`src/rtl/pkf_pkg.sv`:
```
package pkf_pkg;

    // sizes
    localparam int CHANNELS_DEF = 6;
    localparam int CH_MAX       = 6;
    localparam int CH_W         = 3;
    localparam int DW           = 32;
    localparam int CFG_IDX_W    = 2;
    localparam int K_W          = 17;
    localparam int PROD_W       = DW + 1 + K_W;
    localparam int DIV_STEPS    = 17;
    localparam int DIV_CNT_W    = 5;

    // fixed point constants, unsigned q16.16
    localparam logic [K_W-1:0] ONE_Q16       = 17'd65536;
    localparam logic [DW-1:0]  VAR_RST       = 32'd65536;
    localparam logic [DW-1:0]  Q_FIRST_RST   = 32'd6554;
    localparam logic [DW-1:0]  Q_REST_RST    = 32'd655;
    localparam logic [DW-1:0]  R_FIRST_RST   = 32'd13107;
    localparam logic [DW-1:0]  R_REST_RST    = 32'd655;

    // configuration register indexes
    typedef enum logic [CFG_IDX_W-1:0] {
        CFG_Q_FIRST,
        CFG_Q_REST,
        CFG_R_FIRST,
        CFG_R_REST
    } cfg_reg_t;

    // request payload
    typedef struct packed {
        logic signed [DW-1:0] meas_x;
        logic signed [DW-1:0] meas_y;
        logic signed [DW-1:0] meas_z;
        logic signed [DW-1:0] meas_roll;
        logic signed [DW-1:0] meas_pitch;
        logic signed [DW-1:0] meas_yaw;
        logic                 meas_bad;
    } meas_t;

    // result payload
    typedef struct packed {
        logic signed [DW-1:0] est_x;
        logic signed [DW-1:0] est_y;
        logic signed [DW-1:0] est_z;
        logic signed [DW-1:0] est_roll;
        logic signed [DW-1:0] est_pitch;
        logic signed [DW-1:0] est_yaw;
        logic [DW-1:0]        var_first_out;
        logic [DW-1:0]        var_rest_out;
        logic                 skipped;
    } est_t;

    // datapath operations
    typedef enum logic [3:0] {
        OP_NONE,
        OP_TAKE,
        OP_PRED,
        OP_DIV0,
        OP_CAPK0,
        OP_DIV1,
        OP_CAPK1,
        OP_MULC,
        OP_ADDC,
        OP_MULV0,
        OP_WRV0,
        OP_MULV1,
        OP_WRV1,
        OP_OUT
    } dp_op_t;

    typedef struct packed {
        dp_op_t          op;
        logic [CH_W-1:0] ch;
    } dp_cmd_t;

    typedef struct packed {
        logic bad;
        logic div_done;
        logic out_busy;
    } dp_stat_t;

endpackage

```
`src/rtl/pkf_div.sv`:
```
// restoring divider for the gain: quot = floor(pp * 2^16 / den), one bit per cycle
// the quotient never exceeds 2^16, so only the low 17 quotient bits are formed
module pkf_div (
    input  logic                     clk,
    input  logic                     rst_n,
    input  logic                     start,
    input  logic [pkf_pkg::DW-1:0]   pp,
    input  logic [pkf_pkg::DW:0]     den,
    output logic                     done,
    output logic [pkf_pkg::K_W-1:0]  quot
);

    logic [pkf_pkg::DW:0]          rem_reg;
    logic [pkf_pkg::DW:0]          den_reg;
    logic [pkf_pkg::K_W-1:0]       bits_reg;
    logic [pkf_pkg::K_W-1:0]       quot_reg;
    logic [pkf_pkg::DIV_CNT_W-1:0] cnt_reg;
    logic                          busy_reg;
    logic                          done_reg;
    logic [pkf_pkg::DW+1:0]        trial;
    logic [pkf_pkg::DW+1:0]        diff;
    logic                          fits;

    // trial subtract of the shifted remainder
    always_comb
    begin
        trial = {rem_reg, bits_reg[pkf_pkg::K_W-1]};
        diff  = trial - {1'b0, den_reg};
        fits  = (trial >= {1'b0, den_reg});
    end

    // iteration registers
    always_ff @(posedge clk or negedge rst_n)
    begin
        if (!rst_n)
        begin
            rem_reg  <= '0;
            den_reg  <= '0;
            bits_reg <= '0;
            quot_reg <= '0;
            cnt_reg  <= '0;
            busy_reg <= 1'b0;
            done_reg <= 1'b0;
        end
        else if (start)
        begin
            // upper dividend bits give no quotient bits, preload them as remainder
            rem_reg  <= {2'b00, pp[pkf_pkg::DW-1:1]};
            // divisor held for the whole divide
            den_reg  <= den;
            bits_reg <= {pp[0], {(pkf_pkg::K_W-1){1'b0}}};
            quot_reg <= '0;
            cnt_reg  <= pkf_pkg::DIV_CNT_W'(pkf_pkg::DIV_STEPS);
            busy_reg <= 1'b1;
            done_reg <= 1'b0;
        end
        else if (busy_reg)
        begin
            rem_reg  <= fits ? diff[pkf_pkg::DW:0] : trial[pkf_pkg::DW:0];
            bits_reg <= bits_reg << 1;
            quot_reg <= {quot_reg[pkf_pkg::K_W-2:0], fits};
            cnt_reg  <= cnt_reg - 1'b1;
            if (cnt_reg == pkf_pkg::DIV_CNT_W'(1))
            begin
                busy_reg <= 1'b0;
                done_reg <= 1'b1;
            end
        end
        else
        begin
            done_reg <= 1'b0;
        end
    end

    assign done = done_reg;
    assign quot = quot_reg;

endmodule

```
`src/rtl/pkf_dp.sv`:
```
// filter datapath: configuration, state, shared divider and multiplier, result register
module pkf_dp (
    input  logic                           clk,
    input  logic                           rst_n,
    input  pkf_pkg::dp_cmd_t               cmd,
    output pkf_pkg::dp_stat_t              stat,
    input  pkf_pkg::meas_t                 in_data,
    output logic                           out_valid,
    input  logic                           out_ready,
    output pkf_pkg::est_t                  out_data,
    input  logic                           cfg_wr_en,
    input  logic [pkf_pkg::CFG_IDX_W-1:0]  cfg_index,
    input  logic [pkf_pkg::DW-1:0]         cfg_data
);

    localparam int DW  = pkf_pkg::DW;
    localparam int KW  = pkf_pkg::K_W;
    localparam int PW  = pkf_pkg::PROD_W;

    logic [DW-1:0]        q_first_reg;
    logic [DW-1:0]        q_rest_reg;
    logic [DW-1:0]        r_first_reg;
    logic [DW-1:0]        r_rest_reg;
    logic signed [DW-1:0] est_reg [pkf_pkg::CH_MAX];
    logic [DW-1:0]        var_first_reg;
    logic [DW-1:0]        var_rest_reg;
    pkf_pkg::meas_t       in_reg;
    logic [DW-1:0]        pp0_reg;
    logic [DW-1:0]        pp1_reg;
    logic [KW-1:0]        k0_reg;
    logic [KW-1:0]        k1_reg;
    logic [PW-1:0]        prod_reg;
    logic                 neg_reg;
    logic                 out_valid_reg;
    pkf_pkg::est_t        out_reg;

    logic signed [DW-1:0] z_arr [pkf_pkg::CH_MAX];
    logic [DW:0]          pp0_sum;
    logic [DW:0]          pp1_sum;
    logic                 div_start;
    logic [DW-1:0]        div_pp;
    logic [DW:0]          div_den;
    logic                 div_done;
    logic [KW-1:0]        div_quot;
    logic signed [DW-1:0] x_cur;
    logic signed [DW:0]   resid;
    logic                 resid_neg;
    logic [DW:0]          resid_mag;
    logic [DW:0]          mul_a;
    logic [KW-1:0]        mul_b;
    logic [DW:0]          corr;
    logic signed [DW+1:0] upd;
    logic signed [DW-1:0] est_new;

    // measurement channels in index order
    always_comb
    begin
        z_arr[0] = in_reg.meas_x;
        z_arr[1] = in_reg.meas_y;
        z_arr[2] = in_reg.meas_z;
        z_arr[3] = in_reg.meas_roll;
        z_arr[4] = in_reg.meas_pitch;
        z_arr[5] = in_reg.meas_yaw;
    end

    // predicted variances, saturating
    assign pp0_sum = {1'b0, var_first_reg} + {1'b0, q_first_reg};
    assign pp1_sum = {1'b0, var_rest_reg} + {1'b0, q_rest_reg};

    // divider operands: innovation variance pp + r in 33 bits
    assign div_start = (cmd.op == pkf_pkg::OP_DIV0) || (cmd.op == pkf_pkg::OP_DIV1);
    assign div_pp    = (cmd.op == pkf_pkg::OP_DIV1) ? pp1_reg : pp0_reg;
    assign div_den   = (cmd.op == pkf_pkg::OP_DIV1) ? ({1'b0, pp1_reg} + {1'b0, r_rest_reg})
                                                    : ({1'b0, pp0_reg} + {1'b0, r_first_reg});

    pkf_div u_div (
        .clk   (clk),
        .rst_n (rst_n),
        .start (div_start),
        .pp    (div_pp),
        .den   (div_den),
        .done  (div_done),
        .quot  (div_quot)
    );

    // residual of the current channel
    always_comb
    begin
        x_cur     = est_reg[cmd.ch];
        resid     = {z_arr[cmd.ch][DW-1], z_arr[cmd.ch]} - {x_cur[DW-1], x_cur};
        resid_neg = resid[DW];
        resid_mag = resid_neg ? (~resid + 1'b1) : resid;
    end

    // shared multiplier operand select
    always_comb
    begin
        case (cmd.op)
            pkf_pkg::OP_MULV0:
            begin
                mul_a = {1'b0, pp0_reg};
                mul_b = pkf_pkg::ONE_Q16 - k0_reg;
            end
            pkf_pkg::OP_MULV1:
            begin
                mul_a = {1'b0, pp1_reg};
                mul_b = pkf_pkg::ONE_Q16 - k1_reg;
            end
            default:
            begin
                mul_a = resid_mag;
                mul_b = (cmd.ch == '0) ? k0_reg : k1_reg;
            end
        endcase
    end

    // corrected estimate, saturated to 32 bits
    always_comb
    begin
        corr = prod_reg[DW+16:16];
        if (neg_reg)
            upd = {{2{x_cur[DW-1]}}, x_cur} - $signed({1'b0, corr});
        else
            upd = {{2{x_cur[DW-1]}}, x_cur} + $signed({1'b0, corr});
        if (upd[DW+1:DW-1] == 3'b000 || upd[DW+1:DW-1] == 3'b111)
            est_new = upd[DW-1:0];
        else if (upd[DW+1])
            est_new = {1'b1, {(DW-1){1'b0}}};
        else
            est_new = {1'b0, {(DW-1){1'b1}}};
    end

    // configuration, filter state and result handshake
    always_ff @(posedge clk or negedge rst_n)
    begin
        if (!rst_n)
        begin
            q_first_reg   <= pkf_pkg::Q_FIRST_RST;
            q_rest_reg    <= pkf_pkg::Q_REST_RST;
            r_first_reg   <= pkf_pkg::R_FIRST_RST;
            r_rest_reg    <= pkf_pkg::R_REST_RST;
            for (int i = 0; i < pkf_pkg::CH_MAX; i++)
            begin
                est_reg[i] <= '0;
            end
            var_first_reg <= pkf_pkg::VAR_RST;
            var_rest_reg  <= pkf_pkg::VAR_RST;
            out_valid_reg <= 1'b0;
        end
        else
        begin
            if (cfg_wr_en)
            begin
                case (pkf_pkg::cfg_reg_t'(cfg_index))
                    pkf_pkg::CFG_Q_FIRST: q_first_reg <= cfg_data;
                    pkf_pkg::CFG_Q_REST:  q_rest_reg  <= cfg_data;
                    pkf_pkg::CFG_R_FIRST: r_first_reg <= cfg_data;
                    pkf_pkg::CFG_R_REST:  r_rest_reg  <= cfg_data;
                    default: ;
                endcase
            end
            if (cmd.op == pkf_pkg::OP_ADDC)
                est_reg[cmd.ch] <= est_new;
            if (cmd.op == pkf_pkg::OP_WRV0)
                var_first_reg <= prod_reg[DW+15:16];
            if (cmd.op == pkf_pkg::OP_WRV1)
                var_rest_reg <= prod_reg[DW+15:16];
            if (cmd.op == pkf_pkg::OP_OUT)
                out_valid_reg <= 1'b1;
            else if (out_ready)
                out_valid_reg <= 1'b0;
        end
    end

    // working registers
    always_ff @(posedge clk)
    begin
        case (cmd.op)
            pkf_pkg::OP_TAKE:
            begin
                in_reg <= in_data;
            end
            pkf_pkg::OP_PRED:
            begin
                pp0_reg <= pp0_sum[DW] ? '1 : pp0_sum[DW-1:0];
                pp1_reg <= pp1_sum[DW] ? '1 : pp1_sum[DW-1:0];
            end
            pkf_pkg::OP_CAPK0:
            begin
                if (div_done)
                    k0_reg <= (pp0_reg == '0 && r_first_reg == '0) ? '0 : div_quot;
            end
            pkf_pkg::OP_CAPK1:
            begin
                if (div_done)
                    k1_reg <= (pp1_reg == '0 && r_rest_reg == '0) ? '0 : div_quot;
            end
            pkf_pkg::OP_MULC, pkf_pkg::OP_MULV0, pkf_pkg::OP_MULV1:
            begin
                prod_reg <= PW'(mul_a * mul_b);
                neg_reg  <= resid_neg;
            end
            pkf_pkg::OP_OUT:
            begin
                out_reg.est_x         <= est_reg[0];
                out_reg.est_y         <= est_reg[1];
                out_reg.est_z         <= est_reg[2];
                out_reg.est_roll      <= est_reg[3];
                out_reg.est_pitch     <= est_reg[4];
                out_reg.est_yaw       <= est_reg[5];
                out_reg.var_first_out <= var_first_reg;
                out_reg.var_rest_out  <= var_rest_reg;
                out_reg.skipped       <= in_reg.meas_bad;
            end
            default: ;
        endcase
    end

    assign stat.bad      = in_reg.meas_bad;
    assign stat.div_done = div_done;
    assign stat.out_busy = out_valid_reg && !out_ready;
    assign out_valid     = out_valid_reg;
    assign out_data      = out_reg;

endmodule

```
`src/rtl/pkf_ctrl.sv`:
```
// sequencer: bad check, predict, two gain divides, per-channel correction, variance update, result load
module pkf_ctrl #(
    parameter int CHANNELS = pkf_pkg::CHANNELS_DEF
) (
    input  logic               clk,
    input  logic               rst_n,
    input  logic               in_valid,
    output logic               in_ready,
    input  pkf_pkg::dp_stat_t  stat,
    output pkf_pkg::dp_cmd_t   cmd
);

    typedef enum logic [3:0] {
        S_IDLE,
        S_CHECK,
        S_PRED,
        S_DIV0,
        S_WAIT0,
        S_DIV1,
        S_WAIT1,
        S_MULC,
        S_ADDC,
        S_MULV0,
        S_WRV0,
        S_MULV1,
        S_WRV1,
        S_DONE
    } state_t;

    localparam logic [pkf_pkg::CH_W-1:0] CH_LAST = pkf_pkg::CH_W'(CHANNELS - 1);

    state_t                  state_reg;
    logic [pkf_pkg::CH_W-1:0] ch_reg;

    // state and channel counter
    always_ff @(posedge clk or negedge rst_n)
    begin
        if (!rst_n)
        begin
            state_reg <= S_IDLE;
            ch_reg    <= '0;
        end
        else
        begin
            case (state_reg)
                S_IDLE:
                begin
                    if (in_valid)
                        state_reg <= S_CHECK;
                end
                S_CHECK:
                begin
                    state_reg <= stat.bad ? S_DONE : S_PRED;
                end
                S_PRED:
                begin
                    state_reg <= S_DIV0;
                end
                S_DIV0:
                begin
                    state_reg <= S_WAIT0;
                end
                S_WAIT0:
                begin
                    if (stat.div_done)
                        state_reg <= S_DIV1;
                end
                S_DIV1:
                begin
                    state_reg <= S_WAIT1;
                end
                S_WAIT1:
                begin
                    if (stat.div_done)
                    begin
                        ch_reg    <= '0;
                        state_reg <= S_MULC;
                    end
                end
                S_MULC:
                begin
                    state_reg <= S_ADDC;
                end
                S_ADDC:
                begin
                    if (ch_reg == CH_LAST)
                        state_reg <= S_MULV0;
                    else
                    begin
                        ch_reg    <= ch_reg + 1'b1;
                        state_reg <= S_MULC;
                    end
                end
                S_MULV0:
                begin
                    state_reg <= S_WRV0;
                end
                S_WRV0:
                begin
                    // a single channel leaves the shared variance alone
                    state_reg <= (CHANNELS > 1) ? S_MULV1 : S_DONE;
                end
                S_MULV1:
                begin
                    state_reg <= S_WRV1;
                end
                S_WRV1:
                begin
                    state_reg <= S_DONE;
                end
                S_DONE:
                begin
                    if (!stat.out_busy)
                        state_reg <= S_IDLE;
                end
                default:
                begin
                    state_reg <= S_IDLE;
                end
            endcase
        end
    end

    // datapath command decode
    always_comb
    begin
        cmd.ch = ch_reg;
        case (state_reg)
            S_IDLE:  cmd.op = in_valid ? pkf_pkg::OP_TAKE : pkf_pkg::OP_NONE;
            S_PRED:  cmd.op = pkf_pkg::OP_PRED;
            S_DIV0:  cmd.op = pkf_pkg::OP_DIV0;
            S_WAIT0: cmd.op = pkf_pkg::OP_CAPK0;
            S_DIV1:  cmd.op = pkf_pkg::OP_DIV1;
            S_WAIT1: cmd.op = pkf_pkg::OP_CAPK1;
            S_MULC:  cmd.op = pkf_pkg::OP_MULC;
            S_ADDC:  cmd.op = pkf_pkg::OP_ADDC;
            S_MULV0: cmd.op = pkf_pkg::OP_MULV0;
            S_WRV0:  cmd.op = pkf_pkg::OP_WRV0;
            S_MULV1: cmd.op = pkf_pkg::OP_MULV1;
            S_WRV1:  cmd.op = pkf_pkg::OP_WRV1;
            S_DONE:  cmd.op = stat.out_busy ? pkf_pkg::OP_NONE : pkf_pkg::OP_OUT;
            default: cmd.op = pkf_pkg::OP_NONE;
        endcase
    end

    assign in_ready = (state_reg == S_IDLE);

endmodule

```
`src/rtl/pose_kalman_filter_six_channel.sv`:
```
// Six-channel pose Kalman filter with identity models and diagonal covariance, signed
// Q16.16 in and out. One request is worked on at a time: a good measurement is
// predicted, gets its two gains from 17-step divides on the shared restoring divider,
// is corrected channel by channel and updates the variances (the rest variance only
// when CHANNELS is above 1) before the result is loaded; a request flagged bad skips
// straight to the load and returns the held state with skipped set. The result sits
// in an output register, so the next request is taken while it waits. Configuration
// writes take effect at once and belong only to times when no request is in flight.
module pose_kalman_filter_six_channel #(
    parameter int CHANNELS = pkf_pkg::CHANNELS_DEF
) (
    input  logic                           clk,
    input  logic                           rst_n,
    input  logic                           in_valid,
    output logic                           in_ready,
    input  pkf_pkg::meas_t                 in_data,
    output logic                           out_valid,
    input  logic                           out_ready,
    output pkf_pkg::est_t                  out_data,
    input  logic                           cfg_wr_en,
    input  logic [pkf_pkg::CFG_IDX_W-1:0]  cfg_index,
    input  logic [pkf_pkg::DW-1:0]         cfg_data
);

    pkf_pkg::dp_cmd_t  cmd;
    pkf_pkg::dp_stat_t stat;

    // sequencer
    pkf_ctrl #(
        .CHANNELS (CHANNELS)
    ) u_ctrl (
        .clk      (clk),
        .rst_n    (rst_n),
        .in_valid (in_valid),
        .in_ready (in_ready),
        .stat     (stat),
        .cmd      (cmd)
    );

    // arithmetic and state
    pkf_dp u_dp (
        .clk       (clk),
        .rst_n     (rst_n),
        .cmd       (cmd),
        .stat      (stat),
        .in_data   (in_data),
        .out_valid (out_valid),
        .out_ready (out_ready),
        .out_data  (out_data),
        .cfg_wr_en (cfg_wr_en),
        .cfg_index (cfg_index),
        .cfg_data  (cfg_data)
    );

endmodule

```
`config.mk`:
```
export PLATFORM = sky130hd
export DESIGN_NAME = pose_kalman_filter_six_channel
export DESIGN_NICKNAME = d
export VERILOG_FILES = /design/src/rtl/pkf_pkg.sv /design/src/rtl/pkf_div.sv /design/src/rtl/pkf_dp.sv /design/src/rtl/pkf_ctrl.sv /design/src/rtl/pose_kalman_filter_six_channel.sv
export SDC_FILE = /design/constraint.sdc
export NUM_CORES = 2
export LEC_CHECK = 0
export CAP_MARGIN = 20
export CORE_MARGIN = 2
export CORE_UTILIZATION = 30
export CTS_BUF_LIST = sky130_fd_sc_hd__clkbuf_8 sky130_fd_sc_hd__clkbuf_16
export DETAILED_ROUTE_END_ITERATION = 10
export DONT_BUFFER_PORTS = 1
export HOLD_SLACK_MARGIN = 0.08
export PLACE_DENSITY = 0.43
export SLEW_MARGIN = 20
export SYNTH_ARGS = -nofsm -noshare
export SYNTH_HDL_FRONTEND = slang
export SYNTH_SLANG_ARGS = --single-unit
export TNS_END_PERCENT = 50
```
`constraint.sdc`:
```
create_clock -name clk -period 11.9 [get_ports clk]
set_input_delay 1.19 -clock clk [delete_from_list [all_inputs] [get_ports clk]]
set_output_delay 1.19 -clock clk [all_outputs]
set_load 0.01 [all_outputs]
```
==> results.sh <==
export IMPL_cp_max_fo=24
export IMPL_hpwl_um=204000
export IMPL_drc_errors=0
export IMPL_hold_viol=0
export IMPL_cp_start_kind="flop"
export IMPL_ys_seq_area_frac=0.421
export IMPL_use_met3=0.0373
export IMPL_ios=491
export IMPL_clock_root_buffer="clkbuf_16"
export IMPL_crit_top_cell="fa_1"
export IMPL_die_x_um=488
export IMPL_final_common_cell="nand2_1"
export IMPL_ys_ff_latch=1065
export IMPL_place_congestion=0.889
export IMPL_core_area_mm2=0.233
export IMPL_dr_pass1_iters=6
export IMPL_ant_nets=0
export IMPL_route_vias_total=52169
export IMPL_drive_above_1_share=0.113
export IMPL_critical_path_max_stage_delay_ps=560
export IMPL_die_h_um=488
export IMPL_slowest_stage="fa_1"
export IMPL_port_buffers=0
export IMPL_cp_end_kind="flop"
export IMPL_clkTransAtPathRegs_ps=60
export IMPL_htree_levels=3
export IMPL_ys_warn_count=0
export IMPL_max_freq_mhz=87.9
export IMPL_rows=177
export IMPL_cts_sinks=1065
export IMPL_area_growth_pct=13.3
export IMPL_cts_buffers_inserted=120
export IMPL_cts_tree="yes"
export IMPL_grt_pass1_wl_um=379000
export IMPL_die_area_mm2=0.239
export IMPL_track_usage=0.217
export IMPL_via_per_inst=5.22
export IMPL_overflow=0
export IMPL_final_cell_mix="755 x nand2_1, 723 x inv_1, 582 x edfxtp_1"
export IMPL_postPlaceCellArea_mm2=0.0752
export IMPL_synth_cell_area_mm2=0.0704
export IMPL_synth_distinct_cells=99
export IMPL_max_slew_margin=0.201
export IMPL_fin_crit_sh=0.956
export IMPL_avgSynthCellArea_um2=10.5
export IMPL_synth_cells=6680
export IMPL_grt_util_met1=0.300
export IMPL_wl_per_cell_um=26.3
export IMPL_grt_max_degree=483
export IMPL_cts_buffer_depth=3
export IMPL_holdCritPathClass="in2async"
export IMPL_maxCapViolations=0
export IMPL_slew_violations=0
export IMPL_synth_edf_count=582
export IMPL_period_needed_ps=11370
export IMPL_post_route_cell_area_mm2=0.0797
export IMPL_initial_utilization=0.302
export IMPL_busiest_layer="met2"
export IMPL_insertion_delay_ps=810
export IMPL_cp_data_required_time_ps=12430
export IMPL_cp_arrival_ps=11900
export IMPL_ys_flop_type="edfxtp_1"
export IMPL_clock_skew_final_ps=97.6
export IMPL_setup_violations=0
export IMPL_status="complete, no violations"
export IMPL_antenna_found_initial=60
export IMPL_use_met2=0.352
export IMPL_dr_first_iter_drc_count=4180
export IMPL_grt_pass1_vias=52113
export IMPL_timing_hold_ws_ps=410
export IMPL_critPathKind="reg2reg"
export IMPL_r2r_cells=40
export IMPL_syn_nets=7732
export IMPL_num_nets_final=7788
export IMPL_async_flop_share=0.454
export IMPL_largest_register_ff_count=257
export IMPL_worstMarginPinSlew_ps=1200
export IMPL_wirelength_um=263000
-- stage by stage --
stage | instances | setup TNS [ps] | util | worst slack [ps]
6_report | 9989 | 0 | 0.342 | 528
3_3_place_gp | 9737 | 0 | 0.323 | 287
3_5_place_dp | 9738 | 0 | 0.323 | 178
2_1_floorplan | 6680 | 0 | - | 239
5_1_grt | 9978 | -30.1 | 0.342 | -30.1
4_1_cts | 9965 | 0 | 0.341 | 68.5
-- worst max-delay path: cells and delay by family, from the launching register on --
family / cells / cell delay (ps)
adders and majority gates: 8 / 3950
AOI/OAI and AO/OA: 15 / 3790
buffers and inverters: 9 / 1250
and+or+nand+nor: 4 / 940
xor gates and xnor gates: 3 / 500
DFF: 1 / 440
muxes: 1 / 120
-- routing by layer --
layer,vias up,part of all wire
met5,-,0.0012
li1,23454,-
met1,26726,0.45
met3,327,0.059
met4,46,0.027
met2,1616,0.47
-- synthesized netlist by cell type (35+ instances only) --
cell / n / area, µm²
nor2_1: 344 / 1290
o21ai_0: 373 / 1870
nand2_1: 763 / 2860
edfxtp_1: 582 / 17500
a222oi_1: 35 / 350
a211oi_1: 51 / 383
mux2_2: 194 / 2180
a22oi_1: 199 / 1490
mux2i_1: 63 / 631
and3_1: 70 / 438
a21oi_1: 319 / 1600
fa_1: 468 / 9370
clkbuf_1: 235 / 882
nand2b_1: 58 / 363
nor4_1: 50 / 313
nor3_1: 88 / 440
and2_1: 96 / 601
o211ai_1: 42 / 315
inv_1: 703 / 2640
nor2b_1: 108 / 676
a31oi_1: 45 / 282
ha_1: 352 / 4400
o22ai_1: 36 / 225
xor2_1: 104 / 911
nand3_1: 109 / 546
o21a_1: 52 / 390
a21o_1: 126 / 946
dfrtp_1: 454 / 11400
xnor2_1: 158 / 1380
-- final cells by class --
class,count,area [µm²]
fill,23648,153000
inverter,703,2640
sequential,1065,29600
tap,3132,3920
clock buffer,130,3170
clock inverter,96,1020
antenna,17,42.5
timing repair buffer,213,1830
multi-input combinational,4633,37500
-- logic make-up after synthesis --
logic type,count (synthesis),synth area share
compound gates,1498,0.140
xor+xnor,263,0.0328
fa+ha+maj,820,0.196
simple gates,1794,0.118
buf+inv,982,0.0527
flops,1065,0.421
mux,258,0.0403
-- timing repair --
action	in CTS	in global routing
hold buffers	1	0
resized for setup	0	42
setup buffers	0	2
endpoints found under the hold margin	2	0
endpoints found under the setup margin	0	14
-- final timing paths --
kind | start | to | slack, ps
min in group clk | u_dp.est_reg[15] | u_dp.out_data[80] | 460
max in group asynchronous | rst_n | u_dp.u_div.quot[15] | 9130
hold reg to reg | u_dp.est_reg[15] | u_dp.out_data[80] | 460
hold / removal | rst_n | u_dp.est_reg[135] | 410
setup reg to reg | u_ctrl.ch_reg[0] | u_dp.prod_reg[48] | 530
setup / recovery | u_ctrl.ch_reg[0] | u_dp.prod_reg[48] | 530
Power is not shown: default switching activity piles up to over one toggle a cycle in this logic, so the estimate is an artifact.
